`src/rtl/sfrc_pkg.sv`:
```
// Shared constants for the serial frame receiver with CRC-16 check.
// No dependencies; every other file in this block except sfrc_req_if refers to it by scoped names.
`default_nettype none

package sfrc_pkg;

   localparam int MaxPayload    = 8;
   localparam int BufIndexWidth = $clog2(MaxPayload);
   localparam int LengthWidth   = 4;
   localparam int PayloadWidth  = 64;
   localparam int CsrIndexWidth = 2;
   localparam int CsrDataWidth  = 8;

   localparam logic [15:0] CrcInit = 16'hFFFF;
   localparam logic [15:0] CrcPoly = 16'hA001;

   localparam logic [7:0] HeadByteReset    = 8'hAA;
   localparam logic [7:0] CommandTypeReset = 8'h01;
   localparam logic [7:0] DataTypeReset    = 8'h02;

   typedef enum logic [CsrIndexWidth-1:0] {
      CsrHeadByte    = 2'd0,
      CsrCommandType = 2'd1,
      CsrDataType    = 2'd2
   } csr_index_type;

endpackage

`default_nettype wire

```
`src/rtl/sfrc_req_if.sv`:
```
// Receive byte channel: valid/ready handshake carrying one serial byte.
// Depends on nothing.
`default_nettype none

interface sfrc_req_if;
   logic       valid;
   logic       ready;
   logic [7:0] rx_byte;

   modport source (output valid, output rx_byte, input ready);
   modport sink (input valid, input rx_byte, output ready);
endinterface

`default_nettype wire

```
`src/rtl/sfrc_rsp_if.sv`:
```
// Frame result channel: valid/ready handshake carrying kind, length and payload.
// Depends on sfrc_pkg for field widths.
`default_nettype none

interface sfrc_rsp_if;
   logic                             valid;
   logic                             ready;
   logic                             frame_kind;
   logic [sfrc_pkg::LengthWidth-1:0] payload_length;
   logic [sfrc_pkg::PayloadWidth-1:0] payload;

   modport source (output valid, output frame_kind, output payload_length, output payload,
                   input ready);
   modport sink (input valid, input frame_kind, input payload_length, input payload,
                 output ready);
endinterface

`default_nettype wire

```
`src/rtl/sfrc_crc16_step.sv`:
```
// One byte of CRC-16/MODBUS update (reflected polynomial, eight bit steps).
// Depends on sfrc_pkg for the polynomial.
`default_nettype none

module sfrc_crc16_step (
   input  wire logic [15:0] crc_in,
   input  wire logic [7:0]  data_byte,
   output logic      [15:0] crc_out
);

   always_comb begin
      logic [15:0] crc;
      crc = crc_in ^ {8'h00, data_byte};
      for (int k = 0; k < 8; k++) begin
         if (crc[0]) begin
            crc = (crc >> 1) ^ sfrc_pkg::CrcPoly;
         end else begin
            crc = crc >> 1;
         end
      end
      crc_out = crc;
   end

endmodule

`default_nettype wire

```
`src/rtl/serial_frame_receive_crc_check.sv`:
```
// Serial frame receiver: deframes head/type/length/payload/CRC and checks CRC-16/MODBUS.
// Depends on sfrc_pkg, sfrc_req_if, sfrc_rsp_if and sfrc_crc16_step.
//
// Takes one received byte per cycle; each byte is handled in the cycle it is
// accepted and a good frame appears on the result channel the cycle after its
// last CRC byte. A finished frame waits in the output register while later
// bytes keep flowing; input stalls only when that register is full and the
// result side is not taking it. Frames with a bad type, a length above eight
// or a CRC mismatch produce nothing. Configuration writes take effect on the
// next byte.
`default_nettype none

module serial_frame_receive_crc_check (
   input  wire logic                               clock,
   input  wire logic                               reset,
   input  wire logic                               csr_write_enable,
   input  wire logic [sfrc_pkg::CsrIndexWidth-1:0] csr_index,
   input  wire logic [sfrc_pkg::CsrDataWidth-1:0]  csr_write_data,
   sfrc_req_if.sink                                req_bus,
   sfrc_rsp_if.source                              rsp_bus
);

   typedef enum logic [2:0] {
      PhaseIdle,
      PhaseType,
      PhaseLenHigh,
      PhaseLenLow,
      PhaseData,
      PhaseCrcHigh,
      PhaseCrcLow
   } phase_type;

   phase_type phase_ff, phase_in;
   logic [7:0]  head_byte_ff, command_type_ff, data_type_ff;
   logic        kind_ff, kind_in;
   logic [7:0]  length_high_ff, length_high_in;
   logic [sfrc_pkg::LengthWidth-1:0] length_ff, length_in;
   logic [sfrc_pkg::LengthWidth-1:0] byte_index_ff, byte_index_in;
   logic [7:0]  crc_high_ff, crc_high_in;
   logic [15:0] running_crc_ff, running_crc_in;
   logic [7:0]  data_buffer_ff [sfrc_pkg::MaxPayload];
   logic        buffer_write;

   logic        rsp_valid_ff, rsp_valid_in;
   logic        rsp_kind_ff;
   logic [sfrc_pkg::LengthWidth-1:0]  rsp_length_ff;
   logic [sfrc_pkg::PayloadWidth-1:0] rsp_payload_ff, payload_in;

   logic        accept;
   logic        emit;
   logic [7:0]  rx;
   logic [15:0] crc_step_out;
   logic [15:0] full_length;

   assign rx             = req_bus.rx_byte;
   assign req_bus.ready  = !rsp_valid_ff || rsp_bus.ready;
   assign accept         = req_bus.valid && req_bus.ready;
   assign full_length    = {length_high_ff, rx};

   sfrc_crc16_step u_crc_step (
      .crc_in    (running_crc_ff),
      .data_byte (rx),
      .crc_out   (crc_step_out)
   );

   always_comb begin
      phase_in       = phase_ff;
      kind_in        = kind_ff;
      length_high_in = length_high_ff;
      length_in      = length_ff;
      byte_index_in  = byte_index_ff;
      crc_high_in    = crc_high_ff;
      running_crc_in = running_crc_ff;
      buffer_write   = 1'b0;
      emit           = 1'b0;
      if (accept) begin
         case (phase_ff)
            PhaseIdle: begin
               if (rx == head_byte_ff) begin
                  phase_in = PhaseType;
               end
            end
            PhaseType: begin
               if (rx == command_type_ff || rx == data_type_ff) begin
                  kind_in        = (rx != command_type_ff);
                  byte_index_in  = '0;
                  running_crc_in = sfrc_pkg::CrcInit;
                  phase_in       = PhaseLenHigh;
               end else begin
                  phase_in = PhaseIdle;
               end
            end
            PhaseLenHigh: begin
               length_high_in = rx;
               phase_in       = PhaseLenLow;
            end
            PhaseLenLow: begin
               length_in = full_length[sfrc_pkg::LengthWidth-1:0];
               if (full_length > 16'(sfrc_pkg::MaxPayload)) begin
                  phase_in = PhaseIdle;
               end else if (full_length != 16'd0) begin
                  phase_in = PhaseData;
               end else begin
                  phase_in = PhaseCrcHigh;
               end
            end
            PhaseData: begin
               buffer_write   = (byte_index_ff < sfrc_pkg::LengthWidth'(sfrc_pkg::MaxPayload));
               byte_index_in  = byte_index_ff + 1'b1;
               running_crc_in = crc_step_out;
               if (byte_index_in >= length_ff) begin
                  phase_in = PhaseCrcHigh;
               end
            end
            PhaseCrcHigh: begin
               crc_high_in = rx;
               phase_in    = PhaseCrcLow;
            end
            PhaseCrcLow: begin
               emit     = ({crc_high_ff, rx} == running_crc_ff);
               phase_in = PhaseIdle;
            end
            default: begin
               phase_in = PhaseIdle;
            end
         endcase
      end
   end

   always_comb begin
      for (int i = 0; i < sfrc_pkg::MaxPayload; i++) begin
         payload_in[8*i +: 8] = (sfrc_pkg::LengthWidth'(i) < length_ff) ? data_buffer_ff[i] : 8'h00;
      end
   end

   always_comb begin
      if (emit) begin
         rsp_valid_in = 1'b1;
      end else if (rsp_bus.ready) begin
         rsp_valid_in = 1'b0;
      end else begin
         rsp_valid_in = rsp_valid_ff;
      end
   end

   always_ff @(posedge clock) begin
      if (reset) begin
         phase_ff        <= PhaseIdle;
         kind_ff         <= 1'b0;
         length_high_ff  <= '0;
         length_ff       <= '0;
         byte_index_ff   <= '0;
         crc_high_ff     <= '0;
         running_crc_ff  <= sfrc_pkg::CrcInit;
         rsp_valid_ff    <= 1'b0;
         head_byte_ff    <= sfrc_pkg::HeadByteReset;
         command_type_ff <= sfrc_pkg::CommandTypeReset;
         data_type_ff    <= sfrc_pkg::DataTypeReset;
      end else begin
         phase_ff       <= phase_in;
         kind_ff        <= kind_in;
         length_high_ff <= length_high_in;
         length_ff      <= length_in;
         byte_index_ff  <= byte_index_in;
         crc_high_ff    <= crc_high_in;
         running_crc_ff <= running_crc_in;
         rsp_valid_ff   <= rsp_valid_in;
         if (csr_write_enable) begin
            case (csr_index)
               sfrc_pkg::CsrHeadByte:    head_byte_ff    <= csr_write_data;
               sfrc_pkg::CsrCommandType: command_type_ff <= csr_write_data;
               sfrc_pkg::CsrDataType:    data_type_ff    <= csr_write_data;
               default: ;
            endcase
         end
      end
   end

   // hold payload data; no reset needed
   always_ff @(posedge clock) begin
      if (buffer_write) begin
         data_buffer_ff[byte_index_ff[sfrc_pkg::BufIndexWidth-1:0]] <= rx;
      end
      if (emit) begin
         rsp_kind_ff    <= kind_ff;
         rsp_length_ff  <= length_ff;
         rsp_payload_ff <= payload_in;
      end
   end

   assign rsp_bus.valid          = rsp_valid_ff;
   assign rsp_bus.frame_kind     = rsp_kind_ff;
   assign rsp_bus.payload_length = rsp_length_ff;
   assign rsp_bus.payload        = rsp_payload_ff;

   a_result_after_crc: assert property (@(posedge clock) disable iff (reset)
      $rose(rsp_valid_ff) |-> $past(phase_ff == PhaseCrcLow))
      else $error("result appeared without a CRC low byte");

   a_data_index_in_range: assert property (@(posedge clock) disable iff (reset)
      phase_ff == PhaseData |-> (length_ff != '0 && byte_index_ff < length_ff))
      else $error("payload index outside announced length");

   a_length_bounded: assert property (@(posedge clock) disable iff (reset)
      rsp_valid_ff |-> rsp_length_ff <= sfrc_pkg::LengthWidth'(sfrc_pkg::MaxPayload))
      else $error("result length above limit");

endmodule

`default_nettype wire

```
`src/flat_wrapper.sv`:
```
// flat-port wrapper written by rule: the top's interface ports become plain ports
module serial_frame_receive_crc_check_flat 
  (clock, reset, csr_write_enable, csr_index, csr_write_data, req_bus_valid, req_bus_rx_byte, req_bus_ready, rsp_bus_valid, rsp_bus_frame_kind, rsp_bus_payload_length, rsp_bus_payload, rsp_bus_ready);
  sfrc_req_if req_bus_i ();
  sfrc_rsp_if rsp_bus_i ();
  input  wire logic clock;
  input  wire logic reset;
  input  wire logic csr_write_enable;
  input  wire logic [sfrc_pkg::CsrIndexWidth-1:0] csr_index;
  input  wire logic [sfrc_pkg::CsrDataWidth-1:0] csr_write_data;
  input wire logic [$bits(req_bus_i.valid)-1:0] req_bus_valid;
  input wire logic [$bits(req_bus_i.rx_byte)-1:0] req_bus_rx_byte;
  output wire logic [$bits(req_bus_i.ready)-1:0] req_bus_ready;
  output wire logic [$bits(rsp_bus_i.valid)-1:0] rsp_bus_valid;
  output wire logic [$bits(rsp_bus_i.frame_kind)-1:0] rsp_bus_frame_kind;
  output wire logic [$bits(rsp_bus_i.payload_length)-1:0] rsp_bus_payload_length;
  output wire logic [$bits(rsp_bus_i.payload)-1:0] rsp_bus_payload;
  input wire logic [$bits(rsp_bus_i.ready)-1:0] rsp_bus_ready;
  assign req_bus_i.valid = req_bus_valid;
  assign req_bus_i.rx_byte = req_bus_rx_byte;
  assign req_bus_ready = req_bus_i.ready;
  assign rsp_bus_valid = rsp_bus_i.valid;
  assign rsp_bus_frame_kind = rsp_bus_i.frame_kind;
  assign rsp_bus_payload_length = rsp_bus_i.payload_length;
  assign rsp_bus_payload = rsp_bus_i.payload;
  assign rsp_bus_i.ready = rsp_bus_ready;
  serial_frame_receive_crc_check u_core (.clock(clock), .reset(reset), .csr_write_enable(csr_write_enable), .csr_index(csr_index), .csr_write_data(csr_write_data), .req_bus(req_bus_i), .rsp_bus(rsp_bus_i));
endmodule
```
`config.mk`:
```
export PLATFORM = sky130hd
export DESIGN_NAME = serial_frame_receive_crc_check_flat
export DESIGN_NICKNAME = d
export VERILOG_FILES = /design/src/rtl/sfrc_pkg.sv /design/src/rtl/sfrc_req_if.sv /design/src/rtl/sfrc_rsp_if.sv /design/src/rtl/sfrc_crc16_step.sv /design/src/rtl/serial_frame_receive_crc_check.sv /design/src/flat_wrapper.sv
export SDC_FILE = /design/constraint.sdc
export NUM_CORES = 1
export LEC_CHECK = 0
export BUFFER_PORTS_ARGS = -buffer_cell sky130_fd_sc_hd__buf_4
export CORE_MARGIN = 2
export CORE_UTILIZATION = 25
export DETAILED_ROUTE_END_ITERATION = 7
export PLACE_DENSITY = 0.38
export RECOVER_POWER = 25
export SKIP_CTS_REPAIR_TIMING = 1
export SYNTH_ARGS = -nofsm -noshare
export SYNTH_HDL_FRONTEND = slang
export SYNTH_SLANG_ARGS = --single-unit
```
`constraint.sdc`:
```
create_clock -name clock -period 9.2 [get_ports clock]
set_input_delay 1.84 -clock clock [delete_from_list [all_inputs] [get_ports clock]]
set_output_delay 1.84 -clock clock [all_outputs]
set_load 0.03 [all_outputs]
```
# ---- Word level (Yosys, flattened, before mapping)
# Memories as Yosys holds them, arrays and structs flattened. A register that Yosys moved wholly into a read port is not among the register bits.
# Index checks and enable logic that the tools add are counted.
dict set report totals {
  ff_bits 74
  latch_bits 0
  mem_bits_rw 64
  romBits 0
  input_bits 23
  out_inout_bits 71
  wordCells 103
  n_memories 1
}
dict set report op_classes {
  addsub 1
  n_mul 0
  n_div 0
  order_cmp 11
  n_eq_ne 16
  shift 0
  n_mux 26
  n_bitwise 9
  n_reduce_logical 26
}
# name depth width rd rd_ports_with_merged_regs wr line_no
set mem_list {}
lappend mem_list {u_core.data_buffer_ff 8 8 8 8 1 serial_frame_receive_crc_check.sv:41} ;# logic [7:0] data_buffer_ff [sfrc_pkg::MaxPayload];
# operator n
set op_table {}
lappend op_table {{$mux 16} 9}
lappend op_table {{$pmux 16 s2} 1}
lappend op_table {{$eq 8x8->1} 3}
lappend op_table {{$not 2->3} 8}
lappend op_table {{$pmux 3 s6} 1}
lappend op_table {{$eq 16x16->1} 1}
lappend op_table {{$gt 16x4->1 const B} 1}
lappend op_table {{$lt 3x4->1 const A} 4}
lappend op_table {{$reduce_bool 16->1} 1}
lappend op_table {{$xor 16x8->16} 1}
lappend op_table {{$reduce_and 2->1} 6}
lappend op_table {{$eq 3x3->1 const B} 3}
lappend op_table {{$logic_not 1->1} 9}
lappend op_table {{$mux 1} 9}
lappend op_table {{$mux 3} 3}
lappend op_table {{$reduce_and 3->1} 3}
lappend op_table {{$lt 1x4->1 const A} 2}
lappend op_table {{$lt 2x4->1 const A} 2}
lappend op_table {{$ne 8x8->1} 1}
lappend op_table {{$pmux 4 s2} 1}
lappend op_table {{$eq 3x2->1 const B} 2}
lappend op_table {{$ne 2x1->1 const B} 3}
lappend op_table {{$add 4x1->4 const B} 1}
lappend op_table {{$ge 4x4->1} 1}
lappend op_table {{11 further kinds} 13}

# ---- Longest topological paths before layout
# Gate-level depths: netlist (run 1).
dict set report depth {
  ltp_word 18
  depth_mapped 9
  ltp_nobuf 8
}

# ---- Modules after synthesis
# Synthesis (run 1) repeated with hierarchy kept, for this count alone.
dict set report hier_totals {
  hier_cells 619
  area_unflattened_um2 8323.0
}
# module n_inst cells_each area_per_inst_um2
set modules_own_cells {}
lappend modules_own_cells {serial_frame_receive_crc_check 1 590 8039.0}
lappend modules_own_cells {sfrc_crc16_step 1 29 284.0}

# ---- Worst setup path before layout (run 1)
# No wires, ideal clock.
dict set report synth_timing {
  path_kind {in2reg}
  from {in rsp_bus_ready}
  to {reg u_core.rsp_kind_ff (netlist: u_core.rsp_bus.frame_kind) (enable)}
  arrival_ns 4.179
  setup_slack_ns 4.598
  cell_stages 6
  n_path_buf 0
  cell_sequence {nand2b_1 > and2_1 > nand2_1 > nor4_1 > nand3_1 > inv_1}
}
dict set report synth_via {
  elab_chain_len 3
}
# item line_no
set synth_lines {}
lappend synth_lines {{from (decl)} flat_wrapper.sv:18} ;# input wire logic [$bits(rsp_bus_i.ready)-1:0] rsp_bus_ready;
lappend synth_lines {{$logic_or 1x1->1} serial_frame_receive_crc_check.sv:56} ;# assign req_bus.ready = !rsp_valid_ff || rsp_bus.ready;
lappend synth_lines {{$logic_and 1x1->1} serial_frame_receive_crc_check.sv:57} ;# assign accept = req_bus.valid && req_bus.ready;
lappend synth_lines {{$mux 1} serial_frame_receive_crc_check.sv:76} ;# if (accept) begin
lappend synth_lines {{via u_core.emit} serial_frame_receive_crc_check.sv:50} ;# logic emit;
lappend synth_lines {{to (signal assigned)} serial_frame_receive_crc_check.sv:185} ;# rsp_kind_ff <= kind_ff;
lappend synth_lines {{to (decl)} serial_frame_receive_crc_check.sv:45} ;# logic rsp_kind_ff;
# The timed path passes the listed nets, and every way through them passes these cells.
# A chain may end at the register's enable or synchronous reset.

# ---- Final worst setup path (run 1)
dict set report layout_timing {
  from {in req_bus_rx_byte[3]}
  to {reg u_core.rsp_payload_ff (netlist bit u_core.rsp_bus.payload[36]) (read register of u_core.data_buffer_ff) (enable)}
}
dict set report layout_via {
  elab_chain_len 3
}
# item line_no
set layout_lines {}
lappend layout_lines {{from (decl)} flat_wrapper.sv:12} ;# input wire logic [$bits(req_bus_i.rx_byte)-1:0] req_bus_rx_byte;
lappend layout_lines {{$eq 16x16->1} serial_frame_receive_crc_check.sv:120} ;# emit = ({crc_high_ff, rx} == running_crc_ff);
lappend layout_lines {{$mux 1} serial_frame_receive_crc_check.sv:77} ;# case (phase_ff)
lappend layout_lines {{$mux 1} serial_frame_receive_crc_check.sv:76}
lappend layout_lines {{via u_core.emit} serial_frame_receive_crc_check.sv:50}
lappend layout_lines {{to (decl)} serial_frame_receive_crc_check.sv:47} ;# logic [sfrc_pkg::PayloadWidth-1:0] rsp_payload_ff, payload_in;
# The timed path passes the listed nets, and every way through them passes these cells.

==> results of run 1 <==
-- worst min-delay path by stage --
| stage | from | endpoint | slack [ns] |
|---|---|---|---|
| floorplan | u_core.length_ff[3] | u_core.rsp_bus.payload_length[3] | 0.41 |
| global placement | u_core.length_high_ff[2] | u_core.length_high_ff[2] | 0.47 |
| detailed placement | u_core.data_type_ff[1] | u_core.data_type_ff[1] | 0.48 |
| CTS | u_core.command_type_ff[0] | u_core.command_type_ff[0] | 0.49 |
| global route | u_core.data_type_ff[1] | u_core.data_type_ff[1] | 0.51 |
| finish | u_core.command_type_ff[0] | u_core.command_type_ff[0] | 0.49 |
-- routing by layer --
| layer | share of wire | vias to the layer above |
|---|---|---|
| li1 | - | 2250 |
| met1 | 0.48 | 2191 |
| met2 | 0.45 | 103 |
| met3 | 0.050 | 18 |
| met4 | 0.016 | 0 |
| met5 | 0 | - |
-- metrics by stage --
| stage | hold WS, ns | setup WS [ns] | power [mW] | area [µm²] |
|---|---|---|---|---|
| final | 0.493 | 4.75 | 1.92 | 9720 |
| after global routing | 0.512 | 4.44 | 1.99 | 9720 |
| after CTS | 0.495 | 5.04 | 1.95 | 9750 |
| after detailed placement | 0.475 | 4.55 | 1.06 | 9010 |
| after global placement | 0.468 | 4.67 | 1.06 | 9010 |
| after floorplan | 0.406 | 4.60 | 1.03 | 7930 |
-- logic make-up after synthesis --
group / count (synthesis)
AND/OR/NAND/NOR: 208
flip-flops: 202
XOR/XNOR: 52
AO/OA/AOI/OAI: 43
buffers and inverters: 40
multiplexers: 38
adder cells (fa/ha/maj): 8
-- cells in the mapped netlist, types with 2 or more instances --
cell      count
o22ai_1       9
xnor2_1      30
a21oi_1       8
nor2_1       70
buf_2        10
a211oi_1      3
o21bai_1      4
dfxtp_1      69
and2_1       17
clkbuf_1     19
nand4_1       7
xnor2_2       3
o21ai_0       2
or3_1         6
nand3b_1      3
edfxtp_1    133
nand2_1      11
ha_1          8
xor2_1       16
nor2b_1      53
mux2i_1      37
nor3_1       10
nor4_1        7
o21ai_1       3
inv_1         8
a211o_1       6
nand3_1       5
nand2b_1     16
-- power by group through the flow --
stage               Sequential (mW)  Clock, mW  Combinational [mW]
finish                        0.968      0.883              0.0670
detailed placement            0.987          0              0.0698
global placement              0.987          0              0.0693
CTS                           0.967      0.917              0.0705
floorplan                     0.986          0              0.0437
global route                  0.968      0.948              0.0735
-- worst max-delay path, cell delays in order --
cell      delay (ns)
clkbuf_1        0.92
xnor2_1         0.26
ha_1            0.21
nand3_1         0.07
nor4_1          0.22
nand3_1         0.22
inv_2           0.08
buf_4           0.66
-- area by class of cell --
cell class                      instances  area (µm²)  area share
Sequential cell                       202        5380       0.553
Multi-Input combinational cell        349        2380       0.245
Timing Repair Buffer                   95         683      0.0703
Clock buffer                           31         646      0.0665
Tap cell                              402         503      0.0518
Clock inverter                          8        90.1     0.00927
Inverter                                9        33.8     0.00348
-- flip-flops by register name (all words and copies together), names as in the netlist, 4 cells and up --
name,count
u_core.running_crc_ff,16
u_core.byte_index_ff,4
u_core.rsp_bus.payload_length,4
u_core.rsp_bus.payload,64
u_core.length_ff,4
u_core.command_type_ff,8
u_core.data_buffer_ff,64
u_core.crc_high_ff,8
u_core.data_type_ff,8
u_core.head_byte_ff,8
u_core.length_high_ff,8
==> key figures, run 1 <==
STA
  • Skew final: 0.00782 ns
  • Worst slew pin tran: 1.37 ns
  • Final setup fails: 0
  • Min cycle time layout: ~4.4 ns
  • Max-Slew Margin vs Limit: 0.0836
  • FMAX: around 220 MHz
  • Setup tns final: 0 ns
  • Max-slew violations: 0
  • Fin. Hold Viols: 0
  • Final Cycle Share: 0.484
  • RSZ-0062 raised after global routing: false

Worst setup path
  • Worst reg2reg path depth: 5
  • CP Data Required Time: between 9 and 10 ns
  • Worst setup path startpoint: req_bus_rx_byte[3]
  • Reg-to-Reg Start: u_core.phase_ff[2]
  • Worst Setup Start Kind: input port
  • Crit Reg-Reg Endpoint: u_core.data_buffer_ff[0][5]
  • R2r setup slk: just under 6 ns
  • CP Capture Type: flop
  • Critical path peak fanout: between 60 and 70
  • CP Class: in -> reg
  • Worst Path Arrival: between 4 and 5 ns
  • CP endpoint: u_core.rsp_bus.payload[36]

Logic synthesis
  • Simple-gate area share of the yosys netlist: 0.137
  • Syn avg cell area: between 10 and 15 µm²
  • Post-synthesis compound-gate area fraction: 0.0377
  • Synthesized area: around 7900 µm²
  • Unique masters post-synth: 46
  • Post-synthesis net count: slightly above 600
  • Sequential share of the synthesized area: 0.677
  • Top FF cell, synth: edfxtp_1
  • Post-synthesis mux area share: 0.0481
  • Number of synthesized flops with an enable pin: about 130
  • Synthesized-area fraction occupied by adder cells: 0.0126
  • Synth Area in XOR/XNOR: 0.0653
  • Top post-synthesis cells by area: edfxtp_1, dfxtp_1, mux2i_1, nor2b_1, nor2_1
  • Main combinational cell family by area after synthesis: simple AND/OR/NAND/NOR gates
  • Top cell type by total area after synthesis: edfxtp_1
  • Yosys warning total: 0
  • Synth Register Bits: 202
  • Syn Inst Count: about 590
  • Top-area cell type share of the netlist area: 0.503
  • Ys async rst share: 0

Detailed routing
  • Final WL: between 15000 and 20000 µm
  • ANT nets after route: 0
  • Vias: roughly 4600
  • DRC viols: 0
  • Wire per inst: roughly 17 µm
  • TritonRoute pass-1 iters: 4
  • Via density: 4.16
  • Iter 0 DRT Violations: 206

Clock network
  • Root buffer cell: clkbuf_16
  • CTS tree: done
  • CTS buffer count: 23
  • CTS Sinks: 202
  • Clk_lat worst skew: ~0.5 ns
  • Max Root-Sink Buffers: 3
  • Htree depth: 1
  • Reg clk slew, reported paths: 0.06 ns

Power and ir drop
  • Pwr dens: 197 nW/µm²
  • Leakage: approximately 3.4 nW
  • Logic pwr share: 0.035
  • Sequential power share: 0.504
  • Clock network power share: 0.461
  • Int Power: 1.53 mW
  • Sw Ratio: 0.200
  • Net Switching: 384 µW
  • Maximum vdd drop: between 0.09 and 0.1 mV

Cells and area
  • Most frequent cells in the layout: edfxtp_1, buf_4, nor2_1, dfxtp_1, nor2b_1
  • Proportion of layout cells with a drive suffix above 1: 0.186
  • Number of fillers in the final layout: roughly 3200
  • Post-route insts no fill: roughly 1100
  • # diodes: 0
  • Layout net count: between 700 and 800
  • End-of-flow core utilization: 0.309
  • Most common cell after layout, fill and taps aside: edfxtp_1
  • P&R area growth vs syn: 22.5%

Die
  • Rows: between 60 and 70
  • DIE AREA: 33200 µm²
  • Initial core utilization: 0.253
  • # IOs: 94
  • Die width: roughly 180 µm
  • Die height: between 150 and 200 µm
  • Core Area: 31400 µm²

Global routing
  • GRT Total Usage: 0.110
  • Global route hottest layer: met2
  • Vias in the first global route: between 4000 and 5000
  • Met3 Track Usage GR: 0.0231
  • Met1 Resource Use GR: 0.150
  • Initial antenna violation count: 0
  • First-pass GRT wire length: 28300 µm
  • Grt met2 use: 0.178
  • Largest net degree at the start of global routing: 70
  • GRT overflow: 0

Place
  • Final GP Congestion: approximately 0.74
  • Hpwl dp: about 12000 µm
  • DP Cell Count: 1057
  • I/O Buffers: between 90 and 100

Worst hold path
  • HP Class: reg -> reg
  • Hold path depth: 1

Run status
  • Outcome: complete, no violations

Flow run
  • Max_cap viols: 0
Power figures use the tool's default switching activity.
==> inputs of run 2 (changes only) <==
==> constraint.sdc (replaced) <==
create_clock -name clock -period 4.55 [get_ports clock]
set_input_delay 0.91 -clock clock [delete_from_list [all_inputs] [get_ports clock]]
set_output_delay 0.91 -clock clock [all_outputs]
set_load 0.03 [all_outputs]
==> run 2 against run 1 <==
Clock skew grew 0.014 ns. Sequential share of layout area is essentially flat. Routed wire length grew 1.1%. Combinational power grew 99%. Global-route usage grew 0.062 points. Die area is the same. Cell count grew 0.46%. Power grew 100%. Largest cell class unchanged. Highest routed layer unchanged.
==> key figures, run 2 (synthesis gave the netlist of run 1 again) <==
Detailed routing
  • Wire per inst: 16.6 µm
  • Vias: 4628
  • Via density: approximately 4.2
  • Final WL: 18300 µm
  • ANT nets after route: 0
  • DRC viols: 0
  • Iter 0 DRT Violations: approximately 220
  • TritonRoute pass-1 iters: 4

STA
  • Max-Slew Margin vs Limit: 0.0532
  • Skew final: between 0.02 and 0.025 ns
  • Hold_ws: around 0.48 ns
  • Final Cycle Share: 0.764
  • FMAX: ~290 MHz
  • Worst slew pin tran: 1.42 ns
  • Fin. Hold Viols: 0
  • Min cycle time layout: between 3 and 4 ns
  • Setup tns final: 0 ns
  • RSZ-0062 raised after global routing: false
  • Final setup fails: 0
  • Max-slew violations: 0

Clock network
  • CTS Sinks: slightly above 200
  • CTS tree: done
  • Root buffer cell: clkbuf_16
  • CTS buffer count: 23
  • Htree depth: 1
  • Clk_lat worst skew: between 0.5 and 0.6 ns
  • Max Root-Sink Buffers: 3
  • Reg clk slew, reported paths: around 0.060 ns

Cells and area
  • Proportion of layout cells with a drive suffix above 1: 0.183
  • Post-route insts no fill: roughly 1100
  • Multi-input gate area: 2380 µm²
  • End-of-flow core utilization: 0.309
  • # diodes: 0
  • Most common cell after layout, fill and taps aside: edfxtp_1
  • Most frequent cells in the layout: edfxtp_1, buf_4, nor2_1, dfxtp_1, nor2b_1
  • P&R area growth vs syn: 22.4%
  • Layout net count: 713
  • Register Area: about 5400 µm²
  • Number of fillers in the final layout: roughly 3200

Die
  • Die height: around 180 µm
  • Die width: 182 µm
  • Core Area: 31400 µm²
  • DIE AREA: ~33000 µm²
  • Rows: 65
  • Initial core utilization: 0.253
  • # IOs: 94

Worst setup path
  • Crit Reg-Reg Endpoint: u_core.data_buffer_ff[6][1]
  • CP Capture Type: flop
  • Worst Setup Start Kind: input port
  • CP Data Required Time: around 4.7 ns
  • R2r setup slk: 1.71 ns
  • Worst Path Arrival: between 3 and 4 ns
  • Worst reg2reg path depth: 5
  • Reg-to-Reg Start: u_core.phase_ff[2]
  • Critical path peak fanout: 40
  • CP Class: in -> reg

Place
  • DP Cell Count: approximately 1100
  • Final GP Congestion: ~0.74
  • I/O Buffers: 93
  • Hpwl dp: about 12000 µm

Global routing
  • Initial antenna violation count: 0
  • Largest net degree at the start of global routing: 70
  • First-pass GRT wire length: 28300 µm
  • GRT Total Usage: 0.111
  • GRT overflow: 0
  • Vias in the first global route: around 4700

Worst hold path
  • Hold path depth: 1
  • HP Class: reg -> reg
  • Hold Path Sink: u_core.command_type_ff[0]
  • Worst hold start: u_core.command_type_ff[0]

Run status
  • Outcome: complete, no violations

Flow run
  • Max_cap viols: 0

Power and ir drop
  • Pwr dens: around 400 nW/µm²
  • Leakage: about 3.4 nW
  • Maximum vdd drop: about 0.25 mV
run 2: worst max-delay path by stage:
stage	depth (start not counted)	from	to
finish	8	req_bus_rx_byte[2]	u_core.rsp_bus.payload[39]
global route	8	req_bus_rx_byte[2]	u_core.rsp_bus.payload[35]
CTS	5	u_core.phase_ff[2]	u_core.data_buffer_ff[6][2]
detailed placement	6	rsp_bus_ready	u_core.data_buffer_ff[6][5]
global placement	6	rsp_bus_ready	u_core.data_buffer_ff[6][5]
floorplan	6	rsp_bus_ready	u_core.rsp_bus.frame_kind
run 2: cell type report:
| cell class | instances | area share |
|---|---|---|
| inverters | 9 | 0.00348 |
| flip-flops and latches | 202 | 0.553 |
| clock buffers | 27 | 0.0608 |
| clock inverters | 15 | 0.0134 |
| repair buffers | 97 | 0.0716 |
| well taps | 402 | 0.0518 |
| multi-input cells | 349 | 0.246 |
run 2: per-stage QoR:
stage / power, mW / instance area [µm²] / setup WS (ns)
final: 3.85 / 9710 / 1.07
after global routing: 4.00 / 9710 / 0.831
after CTS: 3.91 / 9760 / 1.66
after detailed placement: 2.13 / 9040 / 1.18
after global placement: 2.13 / 9040 / 1.21
after floorplan: 2.08 / 7930 / 0.878
run 2: metal layers:
layer / track usage / wire, µm / up-vias
li1: - / - / 2258
met1: 0.150 / 8750 / 2236
met2: 0.180 / 8350 / 105
met3: 0.0229 / 859 / 29
met4: 0.0281 / 346 / 0
met5: 0 / 0 / -
run 2: worst max-delay path, cell delays in order:
cell	delay [ns]
clkbuf_1	0.95
xnor2_2	0.25
ha_1	0.21
nand3_1	0.07
nor4_1	0.19
nand3_1	0.20
inv_2	0.53
buf_12	0.31
run 2: where the power goes:
| part | internal [mW] | leakage [nW] | switching, mW |
|---|---|---|---|
| sequential | 1.95 | 1.65 | 0.00649 |
| clock | 1.04 | 0.355 | 0.716 |
| combinational | 0.0527 | 1.38 | 0.0800 |
